--- config.mk ---
export PLATFORM = sky130hd
export DESIGN_NAME = keyed_timeout_table
export DESIGN_NICKNAME = d
export VERILOG_FILES = /design/src/rtl/core/ktt_pkg.sv /design/src/rtl/core/ktt_ram.sv /design/src/rtl/core/ktt_datapath.sv /design/src/rtl/core/ktt_ctrl.sv /design/src/rtl/core/keyed_timeout_table.sv
export VERILOG_INCLUDE_DIRS = /design/src /design/src/rtl/core
export SDC_FILE = /design/constraint.sdc
export NUM_CORES = 2
export LEC_CHECK = 0
export BUFFER_PORTS_ARGS = -buffer_cell sky130_fd_sc_hd__buf_2
export CAP_MARGIN = 25
export CORE_UTILIZATION = 62
export CTS_CLUSTER_DIAMETER = 150
export DETAILED_ROUTE_END_ITERATION = 6
export GPL_TIMING_DRIVEN = 1
export PLACE_DENSITY = 0.75
export SYNTH_ARGS = -nofsm -noshare
export SYNTH_HDL_FRONTEND = slang
export SYNTH_SLANG_ARGS = --single-unit
--- constraint.sdc ---
create_clock -name clk -period 12.8 [get_ports clk]
set_input_delay 2.56 -clock clk [delete_from_list [all_inputs] [get_ports clk]]
set_output_delay 2.56 -clock clk [all_outputs]
set_load 0.05 [all_outputs]
--- src/rtl/core/keyed_timeout_table_defines.svh ---
// keyed_timeout_table assertion macros
`ifndef KEYED_TIMEOUT_TABLE_DEFINES_SVH
`define KEYED_TIMEOUT_TABLE_DEFINES_SVH
`ifndef NO_ASSERTIONS
`define KTT_ASSERT(label, prop, msg) \
  label: assert property (@(posedge clk) disable iff (rst) prop) else $error(msg);
`define KTT_ASSERT_NEXT(label, ante, cons, msg) \
  label: assert property (@(posedge clk) disable iff (rst) (ante) |=> (cons)) else $error(msg);
`else
`define KTT_ASSERT(label, prop, msg)
`define KTT_ASSERT_NEXT(label, ante, cons, msg)
`endif
`endif

--- src/rtl/core/ktt_pkg.sv ---
// ----------------------------------------------------------------------------
// ktt_pkg
// Types, codes and helpers shared by the keyed timeout table.
// ----------------------------------------------------------------------------
package ktt_pkg;

  localparam int DEF_TABLE_ENTRIES     = 16;
  localparam int DEF_KEY_MAX_BYTES     = 8;
  localparam int DEF_PAYLOAD_MAX_BYTES = 8;

  localparam logic [2:0] CMD_TICK   = 3'd0;
  localparam logic [2:0] CMD_ADD    = 3'd1;
  localparam logic [2:0] CMD_EXIST  = 3'd2;
  localparam logic [2:0] CMD_GET    = 3'd3;
  localparam logic [2:0] CMD_DELETE = 3'd4;
  localparam logic [2:0] CMD_CHECK  = 3'd5;
  localparam logic [2:0] CMD_NEXT   = 3'd6;

  localparam logic [2:0] STS_OK        = 3'd0;
  localparam logic [2:0] STS_KEY       = 3'd1;
  localparam logic [2:0] STS_TOO_SMALL = 3'd2;
  localparam logic [2:0] STS_FULL      = 3'd3;
  localparam logic [2:0] STS_NONE      = 3'd4;

  typedef struct packed {
    logic [2:0]         command;
    logic [63:0]        key_bytes;
    logic [3:0]         key_length;
    logic [63:0]        payload;
    logic [3:0]         payload_length;
    logic [31:0]        timeout_seconds;
    logic [3:0]         max_payload_length;
    logic [3:0]         max_key_length;
    logic signed [31:0] timeout_limit;
  } in_item_t;

  typedef struct packed {
    logic [2:0]         status;
    logic [63:0]        out_key;
    logic [3:0]         out_key_length;
    logic [63:0]        out_payload;
    logic [3:0]         out_payload_length;
    logic signed [31:0] next_timeout;
  } result_t;

  typedef struct packed {
    logic [63:0] key;
    logic [3:0]  key_length;
    logic [63:0] payload;
    logic [3:0]  payload_length;
    logic [32:0] expiry;
  } entry_t;

  typedef struct packed {
    logic latch;
    logic now_inc;
    logic idx_inc;
    logic rd_next;
    logic wr_app;
    logic wr_shift;
    logic cnt_inc;
    logic cnt_dec;
    logic eval;
    logic miss;
  } ctrl_cmd_t;

  typedef struct packed {
    logic [2:0] cmd;
    logic       scan_end;
    logic       last;
    logic       hit;
    logic       remove;
    logic       full;
  } dp_status_t;

  function automatic logic [63:0] byte_mask(input logic [3:0] len);
    logic [63:0] m;
    m = '0;
    for (int b = 0; b < 8; b++) begin
      if (4'(b) < len) m[8*b +: 8] = 8'hFF;
    end
    return m;
  endfunction

endpackage

--- src/rtl/core/ktt_ram.sv ---
// ----------------------------------------------------------------------------
// ktt_ram
// Simple dual-port RAM, one write port, one registered read port.
// ----------------------------------------------------------------------------
module ktt_ram #(
  parameter int WIDTH = 8,
  parameter int DEPTH = 16,
  parameter int ADDR_W = (DEPTH > 1) ? $clog2(DEPTH) : 1
) (
  input  logic              clk,
  input  logic              wr_en,
  input  logic [ADDR_W-1:0] wr_addr,
  input  logic [WIDTH-1:0]  wr_data,
  input  logic [ADDR_W-1:0] rd_addr,
  output logic [WIDTH-1:0]  rd_data
);
  logic [WIDTH-1:0] mem [DEPTH];

  always_ff @(posedge clk) begin
    if (wr_en) mem[wr_addr] <= wr_data;
    rd_data <= mem[rd_addr];
  end
endmodule

--- src/rtl/core/ktt_datapath.sv ---
// ----------------------------------------------------------------------------
// ktt_datapath
// Request latch, clock, entry count, scan index, entry RAM and result regs.
// ----------------------------------------------------------------------------
module ktt_datapath #(
  parameter int TABLE_ENTRIES     = 16,
  parameter int KEY_MAX_BYTES     = 8,
  parameter int PAYLOAD_MAX_BYTES = 8
) (
  input  logic                clk,
  input  logic                rst,
  input  ktt_pkg::in_item_t   item,
  input  ktt_pkg::ctrl_cmd_t  cmd,
  output ktt_pkg::dp_status_t sts,
  output ktt_pkg::result_t    result
);
  import ktt_pkg::*;

  localparam int IDX_W = (TABLE_ENTRIES > 1) ? $clog2(TABLE_ENTRIES) : 1;
  localparam int CNT_W = $clog2(TABLE_ENTRIES + 1);
  localparam logic [CNT_W-1:0] FULL_CNT = CNT_W'(TABLE_ENTRIES);
  localparam logic [3:0] KMAX = 4'(KEY_MAX_BYTES);
  localparam logic [3:0] PMAX = 4'(PAYLOAD_MAX_BYTES);
  localparam logic signed [33:0] REM_MAX = 34'sh7FFFFFFF;

  logic [31:0]        now_seconds;
  logic [CNT_W-1:0]   entry_count;
  logic [CNT_W-1:0]   idx;
  in_item_t           req;
  in_item_t           req_next;
  result_t            res;
  logic signed [33:0] lim;

  logic [3:0]       kl, pl;
  logic [CNT_W-1:0] idx_p1;
  entry_t           rdata, new_entry, wr_data;
  logic [IDX_W-1:0] wr_addr, rd_addr;
  logic             wr_en;
  logic             match, expired, get_small, chk_small, hit;
  logic signed [33:0] rem, rem_clamp;

  assign kl = (item.key_length > KMAX) ? KMAX : item.key_length;
  assign pl = (item.payload_length > PMAX) ? PMAX : item.payload_length;
  assign idx_p1 = idx + 1'b1;

  // clamp lengths and clear unused bytes before the request is held
  always_comb begin
    req_next                = item;
    req_next.key_length     = kl;
    req_next.key_bytes      = item.key_bytes & byte_mask(kl);
    req_next.payload_length = pl;
    req_next.payload        = item.payload & byte_mask(pl);
  end

  always_comb begin
    new_entry.key            = req.key_bytes;
    new_entry.key_length     = req.key_length;
    new_entry.payload        = req.payload;
    new_entry.payload_length = req.payload_length;
    new_entry.expiry         = {1'b0, now_seconds} + {1'b0, req.timeout_seconds};
  end

  assign wr_en   = cmd.wr_app | cmd.wr_shift;
  assign wr_addr = cmd.wr_app ? entry_count[IDX_W-1:0] : idx[IDX_W-1:0];
  assign wr_data = cmd.wr_app ? new_entry : rdata;
  assign rd_addr = cmd.rd_next ? idx_p1[IDX_W-1:0] : idx[IDX_W-1:0];

  ktt_ram #(
    .WIDTH($bits(entry_t)),
    .DEPTH(TABLE_ENTRIES)
  ) u_ram (
    .clk    (clk),
    .wr_en  (wr_en),
    .wr_addr(wr_addr),
    .wr_data(wr_data),
    .rd_addr(rd_addr),
    .rd_data(rdata)
  );

  assign match     = (rdata.key_length == req.key_length) && (rdata.key == req.key_bytes);
  assign expired   = rdata.expiry <= {1'b0, now_seconds};
  assign get_small = rdata.payload_length > req.max_payload_length;
  assign chk_small = ((req.max_key_length != 4'd0) &&
                      (rdata.key_length > req.max_key_length)) ||
                     ((req.max_payload_length != 4'd0) &&
                      (rdata.payload_length > req.max_payload_length));
  assign rem = $signed({1'b0, rdata.expiry}) - $signed({2'b00, now_seconds});
  assign rem_clamp = (rem < 0) ? 34'sd0 : ((rem > REM_MAX) ? REM_MAX : rem);

  always_comb begin
    case (req.command)
      CMD_ADD, CMD_EXIST, CMD_GET, CMD_DELETE: hit = match;
      CMD_CHECK: hit = expired;
      default: hit = 1'b0;
    endcase
  end

  assign sts.cmd      = req.command;
  assign sts.scan_end = (idx == entry_count);
  assign sts.last     = (idx_p1 >= entry_count);
  assign sts.hit      = hit;
  assign sts.remove   = hit && ((req.command == CMD_DELETE) ||
                                ((req.command == CMD_CHECK) && !chk_small));
  assign sts.full     = (entry_count >= FULL_CNT);

  assign result = res;

  always_ff @(posedge clk) begin
    if (rst) begin
      now_seconds <= '0;
      entry_count <= '0;
      idx         <= '0;
    end else begin
      if (cmd.now_inc && (now_seconds != 32'hFFFF_FFFF)) now_seconds <= now_seconds + 32'd1;
      if (cmd.cnt_inc) entry_count <= entry_count + 1'b1;
      if (cmd.cnt_dec) entry_count <= entry_count - 1'b1;
      if (cmd.latch) idx <= '0;
      else if (cmd.idx_inc) idx <= idx_p1;
    end
  end

  // request and result registers carry payload only
  always_ff @(posedge clk) begin
    if (cmd.latch) begin
      req <= req_next;
      res <= '0;
      lim <= 34'(item.timeout_limit);
    end
    if (cmd.eval) begin
      if (req.command == CMD_NEXT) begin
        if ((lim < 0) || (rem < lim)) lim <= rem_clamp;
      end else if (hit) begin
        case (req.command)
          CMD_GET: begin
            if (get_small) res.status <= STS_TOO_SMALL;
            else begin
              res.out_payload        <= rdata.payload;
              res.out_payload_length <= rdata.payload_length;
            end
          end
          CMD_ADD: res.status <= STS_KEY;
          CMD_CHECK: begin
            if (chk_small) res.status <= STS_TOO_SMALL;
            else begin
              if (req.max_payload_length != 4'd0) res.out_payload <= rdata.payload;
              res.out_payload_length <= rdata.payload_length;
              if (req.max_key_length != 4'd0) res.out_key <= rdata.key;
              res.out_key_length <= rdata.key_length;
            end
          end
          default: ;
        endcase
      end
    end
    if (cmd.miss) begin
      case (req.command)
        CMD_ADD:                        res.status <= STS_FULL;
        CMD_EXIST, CMD_GET, CMD_DELETE: res.status <= STS_KEY;
        CMD_CHECK:                      res.status <= STS_NONE;
        CMD_NEXT:                       res.next_timeout <= lim[31:0];
        default: ;
      endcase
    end
  end
endmodule

--- src/rtl/core/ktt_ctrl.sv ---
// ----------------------------------------------------------------------------
// ktt_ctrl
// Command sequencer: scan, append, compact and result strobe.
// ----------------------------------------------------------------------------
`include "keyed_timeout_table_defines.svh"
module ktt_ctrl (
  input  logic                clk,
  input  logic                rst,
  input  logic                start,
  input  logic [2:0]          command,
  input  ktt_pkg::dp_status_t sts,
  output ktt_pkg::ctrl_cmd_t  cmd,
  output logic                busy,
  output logic                result_valid
);
  import ktt_pkg::*;

  localparam logic [2:0] S_IDLE = 3'd0;
  localparam logic [2:0] S_RD   = 3'd1;
  localparam logic [2:0] S_EV   = 3'd2;
  localparam logic [2:0] S_WR   = 3'd3;
  localparam logic [2:0] S_CRD  = 3'd4;
  localparam logic [2:0] S_CWR  = 3'd5;
  localparam logic [2:0] S_DONE = 3'd6;

  logic [2:0] state, state_next;

  always_comb begin
    cmd        = '0;
    state_next = state;
    case (state)
      S_IDLE: begin
        if (start) begin
          cmd.latch = 1'b1;
          if (command == CMD_TICK) begin
            cmd.now_inc = 1'b1;
            state_next  = S_DONE;
          end else if (command == CMD_ADD || command == CMD_EXIST ||
                       command == CMD_GET || command == CMD_DELETE ||
                       command == CMD_CHECK || command == CMD_NEXT) begin
            state_next = S_RD;
          end else begin
            state_next = S_DONE;
          end
        end
      end
      S_RD: begin
        if (sts.scan_end) begin
          if (sts.cmd == CMD_ADD && !sts.full) state_next = S_WR;
          else begin
            cmd.miss   = 1'b1;
            state_next = S_DONE;
          end
        end else begin
          state_next = S_EV;
        end
      end
      S_EV: begin
        cmd.eval = 1'b1;
        if (sts.remove) state_next = S_CRD;
        else if (sts.hit) state_next = S_DONE;
        else begin
          cmd.idx_inc = 1'b1;
          state_next  = S_RD;
        end
      end
      S_CRD: begin
        if (sts.last) begin
          cmd.cnt_dec = 1'b1;
          state_next  = S_DONE;
        end else begin
          cmd.rd_next = 1'b1;
          state_next  = S_CWR;
        end
      end
      S_CWR: begin
        // move the entry above down into the gap
        cmd.wr_shift = 1'b1;
        cmd.idx_inc  = 1'b1;
        state_next   = S_CRD;
      end
      S_WR: begin
        cmd.wr_app  = 1'b1;
        cmd.cnt_inc = 1'b1;
        state_next  = S_DONE;
      end
      S_DONE: state_next = S_IDLE;
      default: state_next = S_IDLE;
    endcase
  end

  always_ff @(posedge clk) begin
    if (rst) state <= S_IDLE;
    else state <= state_next;
  end

  assign busy         = (state != S_IDLE);
  assign result_valid = (state == S_DONE);

  `KTT_ASSERT_NEXT(a_accept_busy, start && !busy, busy, "accepted item did not start work")
  `KTT_ASSERT_NEXT(a_done_idle, result_valid, !busy, "block stayed busy after result")
  `KTT_ASSERT(a_append_room, (state == S_WR) |-> !sts.full, "append into a full table")
endmodule

--- src/rtl/core/keyed_timeout_table.sv ---
// ----------------------------------------------------------------------------
// keyed_timeout_table
// Insertion-ordered timer table with key lookup, expiry check and compaction.
//
//   channel  direction  handshake                 payload
//   item     in         start && !busy            ktt_pkg::in_item_t
//   result   out        result_valid, one cycle   ktt_pkg::result_t
//
// Tick and unknown commands go straight to the result state. A lookup reads
// and then evaluates each entry in order until it hits; a miss ends at the
// scan end, where an append adds a write state. A removal then moves each later
// entry down one place. Entries pass through the single entry RAM read port.
// Synchronous reset empties the table and clears the clock.
// busy stays high from acceptance until the result cycle ends; results
// cannot be held off.
// ----------------------------------------------------------------------------
module keyed_timeout_table #(
  parameter int TABLE_ENTRIES     = ktt_pkg::DEF_TABLE_ENTRIES,
  parameter int KEY_MAX_BYTES     = ktt_pkg::DEF_KEY_MAX_BYTES,
  parameter int PAYLOAD_MAX_BYTES = ktt_pkg::DEF_PAYLOAD_MAX_BYTES
) (
  input  logic              clk,
  input  logic              rst,
  input  logic              start,
  input  ktt_pkg::in_item_t item,
  output logic              busy,
  output logic              result_valid,
  output ktt_pkg::result_t  result
);
  import ktt_pkg::*;

  ctrl_cmd_t  cmd;
  dp_status_t sts;

  ktt_ctrl u_ctrl (
    .clk         (clk),
    .rst         (rst),
    .start       (start),
    .command     (item.command),
    .sts         (sts),
    .cmd         (cmd),
    .busy        (busy),
    .result_valid(result_valid)
  );

  ktt_datapath #(
    .TABLE_ENTRIES    (TABLE_ENTRIES),
    .KEY_MAX_BYTES    (KEY_MAX_BYTES),
    .PAYLOAD_MAX_BYTES(PAYLOAD_MAX_BYTES)
  ) u_dp (
    .clk   (clk),
    .rst   (rst),
    .item  (item),
    .cmd   (cmd),
    .sts   (sts),
    .result(result)
  );
endmodule
==> qor.yml <==
crit_fanout: 99
drt_pre_antenna_iters: 7
synth-seq-cells: 3302
detail-route-antenna-nets: 0
netSwitchingFraction_pct: 32.6
post-cts-setup-buffer-count: 0
placed_cell_area_sq_um: 142000
whs_ns: 0.452
die-area_sq_um: 223000
yosysUniqueCellTypes: 82
p_per_area_nw_per_um2: 213
clock_sinks: 3302
synth-edff-count: 2883
cts_hold_buffers: 0
start_util_pct: 62.4
syn_avg_cell_area_sq_um: 12.9
wl_per_cell_um: 28.7
min_period_ns: 7.20
finalSetupTns_ns: 0
worstReg2RegStart: "u_dp.idx[0]"
clock_skew_ns: 0.0712
fmax_mhz: 139
antenna_found_initial: 17
design_area_sq_um: 153000
min_path_type: "reg2reg"
slowest_delay_ns: 0.84
coreArea_sq_um: 220000
p_clk_share_pct: 30.2
synth_area_sq_um: 137000
grt_setup_unrepaired: "no"
ys_warn_count: 0
drive_gt1_share_pct: 12.0
cts_buffers: 335
crit_chain: "buf_4 -> ha_1 -> nand2b_1 -> a21o_1 -> a21o_1 -> a211oi_4 -> o21ai_4 -> buf_4 -> nand2_4 -> buf_4 -> buf_4 -> buf_4 -> a32oi_1 -> a32oi_1 -> nand3_1"
cp.arrival_ns: 8.02
grt_max_degree: 262
dp_hpwl_um: 206000
synth_nets: 11000
tightest_slew_ns: 1.65
slowest_stage: "buf_4"
grt_pass1_wl_um: 586000
cp.required_ns: 13.62
cts_root_buf: "clkbuf_16"
h-tree-depth: 5
num_vias: 98500
p_switching_mw: 10.6
maxSlewHeadroom_pct: -10.2
ys_seq_area_share_pct: 69.2
wl_um: 402000
dieHeight_um: 472
fin_cells: 14000
overflow: 0
cts_resized: 0
hold_viol_final: 0
tritoncts: "built"
violations: "DRC, slew limit"
min-delay-start: "u_dp.result[23]"
postLayoutCoreUtil_pct: 69.6
run_status: "complete, but fails checks"
r2r_slack_ns: 5.60
remaining_drc_errors: 3
power_frac_seq_pct: 44.8
r2r_end: "u_dp.u_ram.rd_data[49]"
period_share_pct: 56.2
num_io_pins: 387
areaGrowthSynthToFinish_pct: 11.5
clk_pin_slew_ns: 0.06
path_class: "reg2reg"
rr_worst_depth: 15
endpoint_kind: "flip-flop"
placed_cells: 13400
clockBufferDepth: 4
num_rows: 172
ys.flop_type: "edfxtp_1"
drtIter0Drc: 15600
via_per_inst: 7.03
ir_drop_uv: 338
grt_pass1_vias: 93900
setup_viol: 0
slew_violations: 125
power.leakage_nw: 50.0
min_path_cells: 2
clock_latency_ns: 0.96
p_int_mw: 21.9
nets: 11100
cpMostUsedCell: "buf_4"
netlist_instances: 10700
critPathLaunchType: "flip-flop"
gp_congestion: 0.878
holdPathEnd: "u_dp.result[23]"
port_buffers: 386
die_w_um: 472
comb_power_share_pct: 25.0
grt_util_all_layers_pct: 35.0
drv_cap: 0
synthArstFlopShare_pct: 0
==> power groups by stage <==
| stage | sequential, mW | clock (mW) | combinational (mW) |
|---|---|---|---|
| 2_1_floorplan | 14.5 | 0 | 5.33 |
| 3_3_place_gp | 14.7 | 0 | 7.53 |
| 3_5_place_dp | 14.7 | 0 | 7.85 |
| 4_1_cts | 14.5 | 9.85 | 7.90 |
| 5_1_grt | 14.6 | 10.2 | 8.72 |
| 6_report | 14.6 | 9.82 | 8.14 |
==> worst max-delay path, delay by kind of cell (launching register included) <==
kind	cells	cell delay, ns
AND/OR/NAND/NOR	3	1.00
flip-flops	1	0.60
AO/OA/AOI/OAI	6	1.40
adder cells (fa/ha/maj)	1	0.39
buffers and inverters	5	3.51
==> registers in the layout, indices dropped and copies added (netlist names), 5 cells and up <==
signal / cells
u_dp.entry_count: 5
u_dp.idx: 5
u_dp.lim: 34
u_dp.new_entry: 136
u_dp.now_seconds: 32
u_dp.req: 40
u_dp.result: 171
u_dp.u_ram.mem: 2704
u_dp.u_ram.rd_data: 169
==> per-stage QoR <==
step / setup WS (ns) / power, mW
global route: 5.36 / 33.6
detailed placement: 5.75 / 22.6
floorplan: 3.19 / 19.9
global placement: 5.90 / 22.3
CTS: 5.77 / 32.3
finish: 5.60 / 32.5
==> cells by family after synthesis <==
logic type                 Yosys count  share of synthesized area [%]
DFF                               3302                           69.2
AOI/OAI and AO/OA                 2729                           13.7
muxes                              239                           1.97
buffers and inverters             1004                           2.90
adders and majority gates          118                           1.09
and+or+nand+nor                   3100                           10.0
xor gates and xnor gates           174                           1.12
==> area by class of cell <==
cell class              instances  area (sq um)
multi-input cells            6360         38500
clock buffers                 459          9510
well taps                    2958          3700
flip-flops and latches       3302         95000
diodes                         11          27.5
repair buffers                594          3980
fillers                     14600         66900
inverters                     177           679
clock inverters               139          1470
==> synth_stat cells (29+ instances only) <==
cell type  instances  area share, %
nand3_1          929            3.4
a21oi_1          176           0.64
nor2b_1          129           0.59
mux2_2           140            1.1
clkbuf_1         635            1.7
ha_1             115            1.0
nor2_1           155           0.42
edfxtp_1        2883             63
xnor2_1           89           0.57
o21ai_0          679            2.5
o21ai_1           59           0.22
buf_1             62           0.17
nand4_1           29           0.13
o22ai_1          588            2.7
xor2_1            83           0.53
mux2i_1           88           0.64
a31oi_1           58           0.26
dfxtp_1          419            6.1
nand2_1         1625            4.4
a21o_1            46           0.25
a32oi_1          272            1.7
nor3_1            87           0.32
o221ai_1         692            4.4
buf_2            117           0.43
inv_1            176           0.48
==> placed cells by master, fill, tap and decap left out, types with 81 or more instances in the layout <==
master / count
a21oi_1: 176
a32oi_1: 272
buf_2: 390
buf_4: 168
clkbuf_16: 342
dfxtp_1: 417
edfxtp_1: 2883
ha_1: 115
inv_1: 175
mux2_2: 140
mux2i_1: 88
nand2_1: 1622
nand3_1: 929
nor2_1: 132
nor2b_1: 129
nor3_1: 86
o21ai_0: 674
o221ai_1: 692
o22ai_1: 588
xnor2_1: 87
xor2_1: 81
==> how the worst max path moves through the flow <==
stage | startpoint | slack [ns] | end | cells after the start
3_5_place_dp | u_dp.idx[0] | 5.75 | u_dp.u_ram.rd_data[49] | 15
5_1_grt | u_dp.idx[0] | 5.36 | u_dp.u_ram.rd_data[49] | 15
6_report | u_dp.idx[0] | 5.60 | u_dp.u_ram.rd_data[49] | 15
2_1_floorplan | u_dp.idx[0] | 3.19 | u_dp.u_ram.mem[3][0] | 7
3_3_place_gp | u_dp.idx[0] | 5.90 | u_dp.u_ram.rd_data[63] | 15
4_1_cts | u_dp.idx[0] | 5.77 | u_dp.u_ram.rd_data[49] | 15
==> per-layer routing <==
layer	GRT usage, %	up-vias	routed length, um
met1	48.0	48300	147000
met4	15.7	10	18200
met5	0	-	66
met3	7.17	1159	52000
met2	54.4	7201	185000
li1	-	41700	-
(Power assumes the default switching activity.)
